===== src/design/pss_pkg.sv =====
// Package of the per-channel pedestal subtractor: types, codes and defaults.
// Used by the front end, the back end and the top level; depends on nothing.
`default_nettype none
package pss_pkg;

   localparam int BOARDS_DEF      = 4;
   localparam int MODULES_DEF     = 8;
   localparam int CHANNELS_DEF    = 4;
   localparam int SLICES_DEF      = 4;
   localparam int SAMPLE_BITS_DEF = 24;
   localparam int TALLY_BITS_DEF  = 16;

   localparam int IN_BITS     = 24;
   localparam int OFFSET_BITS = 24;
   localparam int VALUE_BITS  = 25;
   localparam int IDX_BITS    = 16;

   typedef enum logic [1:0] {
      MODE_ADD     = 2'd0,
      MODE_CORRECT = 2'd1,
      MODE_CLEAR   = 2'd2,
      MODE_NONE    = 2'd3
   } mode_type;

   typedef enum logic [1:0] {
      STAT_OK        = 2'd0,
      STAT_ILLEGAL   = 2'd1,
      STAT_SATURATED = 2'd2
   } status_type;

   typedef enum logic {
      CSR_MEASURE = 1'b0,
      CSR_CORRECT = 1'b1
   } csr_type;

   typedef enum logic [2:0] {
      BK_CLEAR,
      BK_IDLE,
      BK_EXEC,
      BK_DIVIDE,
      BK_REPLY
   } back_state_type;

   typedef struct packed {
      mode_type             mode;
      logic                 legal;
      logic [IDX_BITS-1:0]  idx;
      logic [IN_BITS-1:0]   smp;
   } cmd_type;

endpackage
`default_nettype wire


===== src/design/pss_front.sv =====
// Front end: accepts request beats, checks and flattens the channel index,
// and holds commands in a two-entry queue. Depends on pss_pkg.
`default_nettype none
module pss_front #(
   parameter int BOARDS      = pss_pkg::BOARDS_DEF,
   parameter int MODULES     = pss_pkg::MODULES_DEF,
   parameter int CHANNELS    = pss_pkg::CHANNELS_DEF,
   parameter int SLICES      = pss_pkg::SLICES_DEF,
   parameter int SAMPLE_BITS = pss_pkg::SAMPLE_BITS_DEF
) (
   input  wire logic                          clock,
   input  wire logic                          reset,
   input  wire logic                          req_push,
   output logic                               req_full,
   input  wire logic [1:0]                    req_mode,
   input  wire logic [3:0]                    req_board,
   input  wire logic [3:0]                    req_module_req,
   input  wire logic [3:0]                    req_channel,
   input  wire logic [3:0]                    req_slice,
   input  wire logic [pss_pkg::IN_BITS-1:0]   req_sample,
   input  wire logic                          hold,
   input  wire logic                          cmd_pop,
   output logic                               cmd_valid,
   output pss_pkg::cmd_type                   cmd
);
   localparam logic [pss_pkg::IN_BITS-1:0] SMP_MASK = (SAMPLE_BITS >= pss_pkg::IN_BITS) ?
      {pss_pkg::IN_BITS{1'b1}} : pss_pkg::IN_BITS'((64'd1 << SAMPLE_BITS) - 64'd1);

   pss_pkg::cmd_type q_ff [2];
   logic             wr_ptr_ff, wr_ptr_in;
   logic             rd_ptr_ff, rd_ptr_in;
   logic [1:0]       cnt_ff, cnt_in;
   pss_pkg::cmd_type incoming;
   logic             legal;
   logic [31:0]      idx_full;
   logic             push_ok;

   always_comb begin
      legal = (32'(req_board) < BOARDS) && (32'(req_module_req) < MODULES) &&
              (32'(req_channel) < CHANNELS) && (32'(req_slice) < SLICES);
      idx_full = ((32'(req_board) * MODULES + 32'(req_module_req)) * CHANNELS +
                  32'(req_channel)) * SLICES + 32'(req_slice);
      incoming.mode  = pss_pkg::mode_type'(req_mode);
      incoming.legal = legal;
      incoming.idx   = legal ? idx_full[pss_pkg::IDX_BITS-1:0] : '0;
      incoming.smp   = req_sample & SMP_MASK;
   end

   assign req_full  = (cnt_ff == 2'd2) || hold;
   assign push_ok   = req_push && !req_full;
   assign cmd_valid = (cnt_ff != 2'd0);
   assign cmd       = q_ff[rd_ptr_ff];

   always_comb begin
      wr_ptr_in = wr_ptr_ff ^ push_ok;
      rd_ptr_in = rd_ptr_ff ^ (cmd_pop && cmd_valid);
      cnt_in    = cnt_ff + 2'(push_ok) - 2'(cmd_pop && cmd_valid);
   end

   always_ff @(posedge clock) begin
      if (reset) begin
         wr_ptr_ff <= 1'b0;
         rd_ptr_ff <= 1'b0;
         cnt_ff    <= 2'd0;
      end else begin
         wr_ptr_ff <= wr_ptr_in;
         rd_ptr_ff <= rd_ptr_in;
         cnt_ff    <= cnt_in;
      end
      if (push_ok) begin
         q_ff[wr_ptr_ff] <= incoming;
      end
   end
endmodule
`default_nettype wire


===== config.mk =====
export PLATFORM = sky130hd
export DESIGN_NAME = pss_front
export DESIGN_NICKNAME = d
export VERILOG_FILES = /design/src/design/pss_pkg.sv /design/src/design/pss_front.sv
export SDC_FILE = /design/constraint.sdc
export NUM_CORES = 1
export LEC_CHECK = 0
export BUFFER_PORTS_ARGS = -buffer_cell sky130_fd_sc_hd__buf_4
export CAP_MARGIN = 10
export CORE_MARGIN = 8
export CORE_UTILIZATION = 48
export CTS_CLUSTER_SIZE = 28
export DETAILED_ROUTE_END_ITERATION = 10
export GPL_TIMING_DRIVEN = 0
export PLACE_DENSITY = 0.8
export SLEW_MARGIN = 15
export SYNTH_ARGS = -nofsm -noshare
export SYNTH_HDL_FRONTEND = slang
export SYNTH_SLANG_ARGS = --single-unit
export TNS_END_PERCENT = 30

===== constraint.sdc =====
create_clock -name clock -period 2.2 [get_ports clock]
set_clock_uncertainty 0.15 [all_clocks]
set_input_delay 0.44 -clock clock [delete_from_list [all_inputs] [get_ports clock]]
set_output_delay 0.44 -clock clock [all_outputs]
set_load 0.01 [all_outputs]

Word-level counts from Yosys, hierarchy flattened:

Memory sizes are Yosys's and may differ from the RTL's. A register that Yosys moved wholly into a read port is not among the register bits.
Index checks and enable logic that the tools add are counted.

* logic and storage cells: 28
* memories kept: 1
* flip-flop bits (word level): 4
* bits of input ports: 47
* memory bits (writable): 82
* output and inout bits: 45

* $add $sub $neg: 5
* $lt $le $gt $ge: 4
* mux-type cells: 4
* bitwise logic cells: 2
* equality and inequality tests: 1
* reduce and logical (&&, ||, !) cells: 8

Memories
* q_ff: words 2, bits a word 41, read ports 1, clocked after memory_dff 1, wr ports 1, RTL line pss_front.sv:29 `pss_pkg::cmd_type q_ff [2];`

Operators with widths (number)
* $add A13 B4 Y14: 1
* $mux W14: 1
* $lt A4 B3 Y1 const B: 3
* $add A10 B4 Y11: 1
* $add A7 B4 Y8: 1
* $logic_and A1 B1 Y1: 5
* $lt A4 B4 Y1 const B: 1
* $mux W1: 3
* $add A2 B1 Y2: 1
* $eq A2 B2 Y1 const B: 1
* $reduce_bool A2 Y1: 1
* $sub A2 B1 Y2: 1
* $xor A1 B1 Y1: 2
* $logic_not A1 Y1: 1
* $logic_or A1 B1 Y1: 1

Logic depth before layout (Yosys ltp):

Gate-level depths: netlist (run 1).

* depth after elaboration: 6
* depth in mapped cells: 9
* depth with buffers taken out: 9

Worst setup path after synthesis (run 1):

OpenSTA, ideal clock, no wires.

* path type: input to register
* from: in req_module_req[0]
* to: mem q_ff[0][33] in the netlist's numbering (data pin)
* arrival: 1998 ps
* library setup time: 264 ps
* path buffers: 0
* stages: 7
* setup slack: -211 ps
* path through: ha_1 -> fa_1 -> nor3b_1 -> mux2i_1 -> a2111oi_2 -> xnor2_1 -> nor2_1

RTL lines
* from (decl): RTL line pss_front.sv:17 `input wire logic [3:0] req_module_req,`
* to (decl): RTL line pss_front.sv:29

==> results of run 1 <==
## Yosys cell counts, types with 2 or more instances
cell type	number
a21o_1	3
nor2_1	7
mux2_2	39
xnor2_1	7
dfxtp_1	4
nor3_1	3
and3_1	5
nand2_1	8
o21bai_1	2
nand3_1	3
nand3b_1	2
mux2_1	2
inv_1	7
buf_4	2
buf_2	2
xor2_1	3
fa_1	2
clkbuf_1	4
edfxtp_1	82
ha_1	10
nor4_1	2
nor2b_1	2
a21oi_1	7
nor3b_1	3
## critical path, cell delays in order, from the launching register on
cell	delay (ns)
dfxtp_2	0.41
clkbuf_4	0.25
mux2_2	0.37
buf_4	0.15
## layout by cell type, fill, tap and decap left out, types with 4 or more instances in the layout
cell type / n
a21oi_1: 7
and3_1: 5
buf_4: 92
clkbuf_8: 11
clkinvlp_4: 4
conb_1: 8
edfxtp_1: 82
ha_1: 7
inv_1: 7
mux2_2: 39
nand2_1: 8
nor2_1: 7
xnor2_1: 7
## per-layer routing
layer	up-vias	wire length [µm]
met5	-	0
met4	0	122
met3	12	415
met2	82	3660
met1	1060	2740
li1	1059	-
## through the flow
| stage | area (µm²) | instances | setup TNS (ns) |
|---|---|---|---|
| 2_1_floorplan | 3740 | 233 | -10.23 |
| 3_3_place_gp | 4530 | 423 | -67.52 |
| 3_5_place_dp | 4590 | 425 | -1.53 |
| 4_1_cts | 4810 | 440 | 0 |
| 5_1_grt | 4830 | 441 | -1.90 |
| 6_report | 4830 | 441 | 0 |
## worst max-delay path by stage
| stage | startpoint | end | slack (ns) |
|---|---|---|---|
| 6_report | rd_ptr_ff | cmd[8] | 0.08 |
| 4_1_cts | req_channel[2] | q_ff[1][33] | 0.01 |
| 3_3_place_gp | hold | q_ff[0][24] | -0.81 |
| 2_1_floorplan | hold | q_ff[1][0] | -0.12 |
| 3_5_place_dp | req_module_req[0] | q_ff[1][33] | -0.37 |
| 5_1_grt | cnt_ff[0] | q_ff[1][33] | -0.05 |
## power groups by stage
stage	combinational [W]	sequential, W	clock, W
final	0.00124	0.00199	0.00110
after global routing	0.00134	0.00200	0.00117
after CTS	0.00127	0.00199	0.00112
after detailed placement	0.00125	0.00201	0
after global placement	0.00120	0.00201	0
after floorplan	0.000704	0.00200	0
## state kept, by name, summed over array words and instances, names as in the netlist
signal / flops
cnt_ff: 2
q_ff: 82
rd_ptr_ff: 1
wr_ptr_ff: 1
## area by class of cell
| class | count | area share [%] |
|---|---|---|
| Sequential cell | 86 | 52.7 |
| Multi-Input combinational cell | 132 | 23.7 |
| Timing Repair Buffer | 91 | 15.0 |
| Clock buffer | 10 | 2.85 |
| Tap cell | 102 | 2.64 |
| Clock inverter | 6 | 1.43 |
| Buffer | 7 | 1.17 |
| Inverter | 7 | 0.544 |
## what timing repair did
item,CTS,global route
pin swaps,0,2
gates resized for setup,9,1
buffers inserted,0,1
endpoints found under the setup margin,39,48
## cell families after synthesis
logic type | share of synthesized area [%]
and+or+nand+nor | 6.13
adders and majority gates | 4.47
DFF | 68.9
buffers and inverters | 1.80
muxes | 12.8
other | 0.102
AOI/OAI and AO/OA | 3.49
xor gates and xnor gates | 2.37
==> impl_metrics.ini, run 1 <==
[layout]
utilization_pct = 63.5
drive_above_1_share_pct = 48.7
multi_input_area_um2 = 1140
nFillCells = 565
diodes = 0
nNetsFinal = 393
ff_latch_area_um2 = 2540
synthToLayoutAreaGrowth_pct = 30.7

[placed_design]
pre_cts_ws_ns = -0.365
dp_hpwl_mm = 5.14
port_buffers = 88
gp_congestion = 0.740

[cts]
htree_levels = 3
worstSkewPairLatency_ns = 0.35
clk_pin_slew_ns = 0.08
numCtsBuffers = 9
clockBufferDepth = 2
hold_buffers = 0
clockRootBuffer = clkbuf_8
cts_tree = built
cts.sinks = 86

[yosys]
synth_area_leaders = edfxtp_1 (67%), mux2_2 (12%), ha_1 (3.4%)
synth_top_area_cell = edfxtp_1
synth_edf_count = 82
yosys.area.top_type_share_pct = 66.7
syn_avg_cell_area_um2 = 16.3
async_reset_ff_share_pct = 0
ys_ff_latch = 86
netlist_area_um2 = 3690
ys.flop_type = edfxtp_1
ys_types = 39
syn_inst = 226
yosysWarnings = 0
yosysSeqAreaShare_pct = 68.9

[global_routing]
grtUsageMet2_pct = 23.6
grt_max_degree = 23
track_usage_pct = 13.1
grt_first_pass_wirelength_mm = 11.2
grt_overflow = 0
antenna_found_initial = 0
busiest_layer = met2
grtUsageMet3_pct = 3.84
grt_pass1_vias = 2343
met1_usage_pct = 13.8

[power]
seqPwrFrac_pct = 45.9
internal_power_w = 0.00318
leakage_nw = 1.87
pwr-share-comb_pct = 28.8
switching_share_pct = 26.6
power_w = 0.00433
ir_drop_v = 0.000370
p_clk_share_pct = 25.4
p_sw_w = 0.00115
p_per_area_nw_per_um2 = 896

[setup_path]
worst_ep_required_time_ns = 1.61
arrival_ns = 1.53
cp_max_fo = 10
timing.rr.end = q_ff[1][33]
r2r_cells = 6
critical_path_class = reg2out
r2r_slack_ns = 0.17
cp-end-kind = output port
cp-start-kind = register
reg2reg_from = cnt_ff[0]

[sta]
setup_violations = 0
hold_viol_final = 0
fin_crit_sh_pct = 96.4
worst_hold_slack_ns = 0.115
rsz0062_at_grt = true
post-route-min-period_ns = 2.12
drv_slew = 0
fmax_ghz = 0.472
worst_pin_slew_ns = 0.608
slew-limit-headroom_pct = 59.1
setup_slack_ns = 0.0796

[hold_path]
holdCritPathClass = in2reg
min_from = reset
min_to = rd_ptr_ff
holdPathStages = 2

[floorplan]
die_y_um = 104
boundaryPins = 92
die_area_um2 = 10800
start_util_pct = 48.5
row_count = 32
core_region_area_um2 = 7610
die_w_um = 104

[detailed_routing]
vias = 2213
totalWireLength_mm = 6.94
drtIter0Drc = 99
via_per_inst = 5.02
drt_first_pass_iters = 4
postRouteAntennaNets = 0
route.detailed.drc = 0
wl_per_cell_um = 15.7

[status]
status = completed

[job]
drv_cap = 0
Power figures use the tool's default switching activity.
==> inputs of run 2 (changes only) <==
Settings changed: PLACE_DENSITY 0.8 to default, PLACE_DENSITY_LB_ADDON from default to 0.08.
==> run 2 against run 1 <==
Setup slack worse by 0.047 ns. Routed wire length increased by 1.8%. Combinational power barely moved. Final area up 0.62%. Critical path depth rose by 5. Flip-flop and latch count is the same. Maximum frequency fell by 2.2%. Cell count shrank 0.23%. Via count decreased by 2.5%. Clock power is 9% higher. Highest routed layer unchanged. Die area unchanged. Sequential share of layout area down 0.33 points.
==> impl_metrics.ini, run 2 (synthesized netlist as in run 1, its figures left out) <==
[power]
leakage_nw = 1.88
ir_drop_v = 0.000334
p_per_area_nw_per_um2 = 912

[cts]
cts.sinks = 86
numCtsBuffers = 9
worstSkewPairLatency_ns = 0.34
post_cts_buffers = 0
hold_buffers = 0
cts_tree = built
clk_pin_slew_ns = 0.09
htree_levels = 3
clockBufferDepth = 2
clockRootBuffer = clkbuf_8

[global_routing]
grt_overflow = 0
antenna_found_initial = 0
grt_max_degree = 27
grt_pass1_vias = 2350
track_usage_pct = 13.3
grt_first_pass_wirelength_mm = 11.4

[sta]
slew-limit-headroom_pct = 53.4
fin_crit_sh_pct = 98.5
worst_pin_slew_ns = 0.693
drv_slew = 0
fmax_ghz = 0.461
setup_violations = 0
hold_viol_final = 0
final.setup.tns_ns = 0
post-route-min-period_ns = 2.17
worst_hold_slack_ns = 0.121
setup_slack_ns = 0.0325

[floorplan]
core_region_area_um2 = 7610
die_w_um = 104
row_count = 32
die_area_um2 = 10800
start_util_pct = 48.5
die_y_um = 104
boundaryPins = 92

[placed_design]
port_buffers = 88
gp_congestion = 0.772
dp_hpwl_mm = 5.13
pre_cts_ws_ns = -0.356

[job]
drv_cap = 0

[setup_path]
cp-start-kind = primary input
cp-end-kind = register
critical_path_class = in2reg
worst_ep_required_time_ns = 2.13
arrival_ns = 2.10
cp_max_fo = 7

[detailed_routing]
route.detailed.drc = 0
wl_per_cell_um = 16.0
totalWireLength_mm = 7.06
drt_first_pass_iters = 4
vias = 2158
via_per_inst = 4.90
drtIter0Drc = 47
postRouteAntennaNets = 0

[layout]
utilization_pct = 63.8
diodes = 0
largest_reg_flops = 82
top_register = q_ff
nNetsFinal = 392
drive_above_1_share_pct = 48.5
largest_registers = q_ff x82, cnt_ff x2
layout_commonest_cell = buf_4
nFillCells = 584
final_cell_mix = buf_4 (91), edfxtp_1 (82), mux2_2 (39)
synthToLayoutAreaGrowth_pct = 31.5

[hold_path]
holdCritPathClass = in2reg

[status]
status = completed
run 2: changes by cell type in the layout (fill, tap and decap cells not counted), sizes merged:
cell      before  now
buf           95   94
clkinv         0    1
bufinv         1    2
inv            8    9
clkinvlp       4    1
run 2: layout make-up:
cell class	count	area, µm²	share of cell area (%)
timing repair buffer	90	708	14.6
inverter	7	26.3	0.541
buffer	7	50.0	1.03
clock buffer	10	128	2.63
clock inverter	6	93.8	1.93
multi-input combinational	132	1180	24.3
tap	102	128	2.63
sequential	86	2540	52.4
run 2: metal layers:
layer	track usage, %	vias to the layer above	wire length [µm]
met4	6.83	0	106
met1	14.6	1030	2990
met2	23.4	60	3680
met5	0	-	0
li1	-	1060	-
met3	3.35	8	282
run 2: worst paths after layout:
kind	startpoint	endpoint	slack (ns)	cells past startpoint
min reg2reg	cnt_ff[1]	cnt_ff[1]	0.44	2
min	req_sample[20]	q_ff[1][20]	0.12	1
max reg2reg	cnt_ff[1]	cnt_ff[1]	0.22	8
max	req_channel[2]	q_ff[1][33]	0.03	8
run 2: worst max-delay path, cell delays in order:
cell       delay (ns)
buf_4            0.12
ha_4             0.16
fa_2             0.43
nor3b_2          0.22
mux2i_2          0.13
a2111oi_4        0.33
xnor2_1          0.18
nor2_1           0.07
run 2: stage by stage:
step	instance area [µm²]	total power [W]	cells
6_report	4860	0.00443	440
5_1_grt	4860	0.00465	440
4_1_cts	4820	0.00448	440
3_5_place_dp	4580	0.00326	425
3_3_place_gp	4530	0.00322	423
2_1_floorplan	3740	0.00271	233
run 2: timing repair:
item                                    in CTS  in global routing
pin swaps                                    0                  1
endpoints found under the setup margin      39                 23
resized for setup                            8                  5
run 2: power by group:
group,internal [W],leakage [nW],switching (W)
clock,0.000650,0.107,0.000548
sequential,0.00194,0.795,0.0000521
combinational,0.000677,0.979,0.000566
total,0.00326,1.88,0.00117
==> inputs of run 3 (changes only) <==
Settings changed: CORE_UTILIZATION 48 to 57.
Clock period 2.2 ns to 2.8 ns, I/O delays scaled along.
==> run 3 against run 2 <==
Count of clock-buffer cells in the layout is 1 higher. Via count shrank 1.1%. Cell count fell by 5.5%. Setup slack improved by 0.26 ns. Largest cell class unchanged.
==> impl_metrics.ini, run 3 (synthesized netlist as in run 1, its figures left out) <==
[setup_path]
cp-end-kind = output port
worst_ep_required_time_ns = 2.09
cp-start-kind = register
cp_max_fo = 10
arrival_ns = 1.80
critical_path_class = reg2out

[global_routing]
grt_first_pass_wirelength_mm = 11.2
grt_pass1_vias = 2274
antenna_found_initial = 0
grt_max_degree = 25
track_usage_pct = 16.3
grt_overflow = 0

[floorplan]
die_y_um = 96.5
row_count = 29
die_w_um = 96.5
die_area_um2 = 9310
boundaryPins = 92
start_util_pct = 58.5
core_region_area_um2 = 6310

[power]
leakage_nw = 1.89
p_per_area_nw_per_um2 = 738
ir_drop_v = 0.000421

[cts]
worstSkewPairLatency_ns = 0.34
cts_tree = built
post_cts_buffers = 0
clockBufferDepth = 2
clk_pin_slew_ns = 0.09
numCtsBuffers = 9
clockRootBuffer = clkbuf_8
cts.sinks = 86
htree_levels = 3

[layout]
largest_registers = q_ff x82, cnt_ff x2
diodes = 0
layout_commonest_cell = buf_4
synthToLayoutAreaGrowth_pct = 29.4
final_cells = 416
utilization_pct = 75.7
drive_above_1_share_pct = 46.0
top_register = q_ff
nNetsFinal = 393
largest_reg_flops = 82
fin_area_um2 = 4780
final_cell_mix = buf_4 (90), edfxtp_1 (82), mux2_2 (39)

[detailed_routing]
met3_wirelength_um = 425
vias = 2135
wl_met2_mm = 3.78
drtIter0Drc = 62
drt-met1-wl_mm = 2.83
wl_per_cell_um = 17.1
route.detailed.drc = 0
drt_first_pass_iters = 4
routed.top_layer = met4
via_per_inst = 5.13
totalWireLength_mm = 7.13
postRouteAntennaNets = 0

[sta]
drv_slew = 0
fmax_ghz = 0.399
final.setup.tns_ns = 0
setup_slack_ns = 0.292
hold_viol_final = 0
fin_crit_sh_pct = 89.6
worst_pin_slew_ns = 0.599
post-route-min-period_ns = 2.51
slew-limit-headroom_pct = 59.7
setup_violations = 0
rsz0062_at_grt = false

[status]
status = completed

[placed_design]
gp_congestion = 0.820
placedInstanceArea_um2 = 4540
port_buffers = 88
pre_cts_ws_ns = 0.0129
placed_cells = 400
dp_hpwl_mm = 5.32

[hold_path]
holdCritPathClass = in2reg

[job]
drv_cap = 0
run 3: cell types whose count changed in the layout (fill, tap and decap cells not counted), sizes merged:
| cell | delta |
|---|---|
| bufinv | +1 |
| clkbuf | +2 |
| clkinv | -1 |
| inv | -1 |
run 3: timing repair:
action,in CTS,in global routing
resized for setup,0,6
endpoints found under the setup margin,0,30
hold buffers,0,0
run 3: report_power, final:
| group | total [W] | switching [W] | internal (W) |
|---|---|---|---|
| Sequential | 0.00155 | 0.0000310 | 0.00152 |
| Combinational | 0.000964 | 0.000449 | 0.000515 |
| Clock | 0.00101 | 0.000412 | 0.000597 |
run 3: worst max-delay path, cell delays in order, from the launching register on:
cell,delay (ns)
dfxtp_1,0.31
clkbuf_1,0.29
buf_2,0.33
mux2_2,0.39
buf_4,0.15
run 3: metrics by stage:
step,hold slack [ns],power (W)
floorplan,0.349,0.00212
global placement,0.375,0.00251
detailed placement,0.405,0.00256
CTS,0.228,0.00357
global route,0.223,0.00370
finish,0.246,0.00353
run 3: cell type report:
cell class / count / area (µm²)
inverter: 7 / 26.3
multi-input combinational: 132 / 1110
fill: 414 / 1540
tap: 77 / 96.3
buffer: 8 / 43.8
sequential: 86 / 2540
timing repair buffer: 90 / 716
clock buffer: 11 / 131
clock inverter: 5 / 106
run 3: worst paths after layout:
check,cells after the start,to,from,slack [ns]
max,4,cmd[31],rd_ptr_ff,0.29
min reg2reg,2,cnt_ff[1],cnt_ff[1],0.41
max reg2reg,6,q_ff[0][40],cnt_ff[0],0.82
min,1,q_ff[1][14],req_sample[14],0.25
run 3: metal layers:
metal / vias to the layer above / global-route usage (%)
met3: 10 / 3.01
met5: - / 0
met2: 61 / 28.4
met4: 0 / 7.94
met1: 1006 / 18.9
li1: 1058 / -
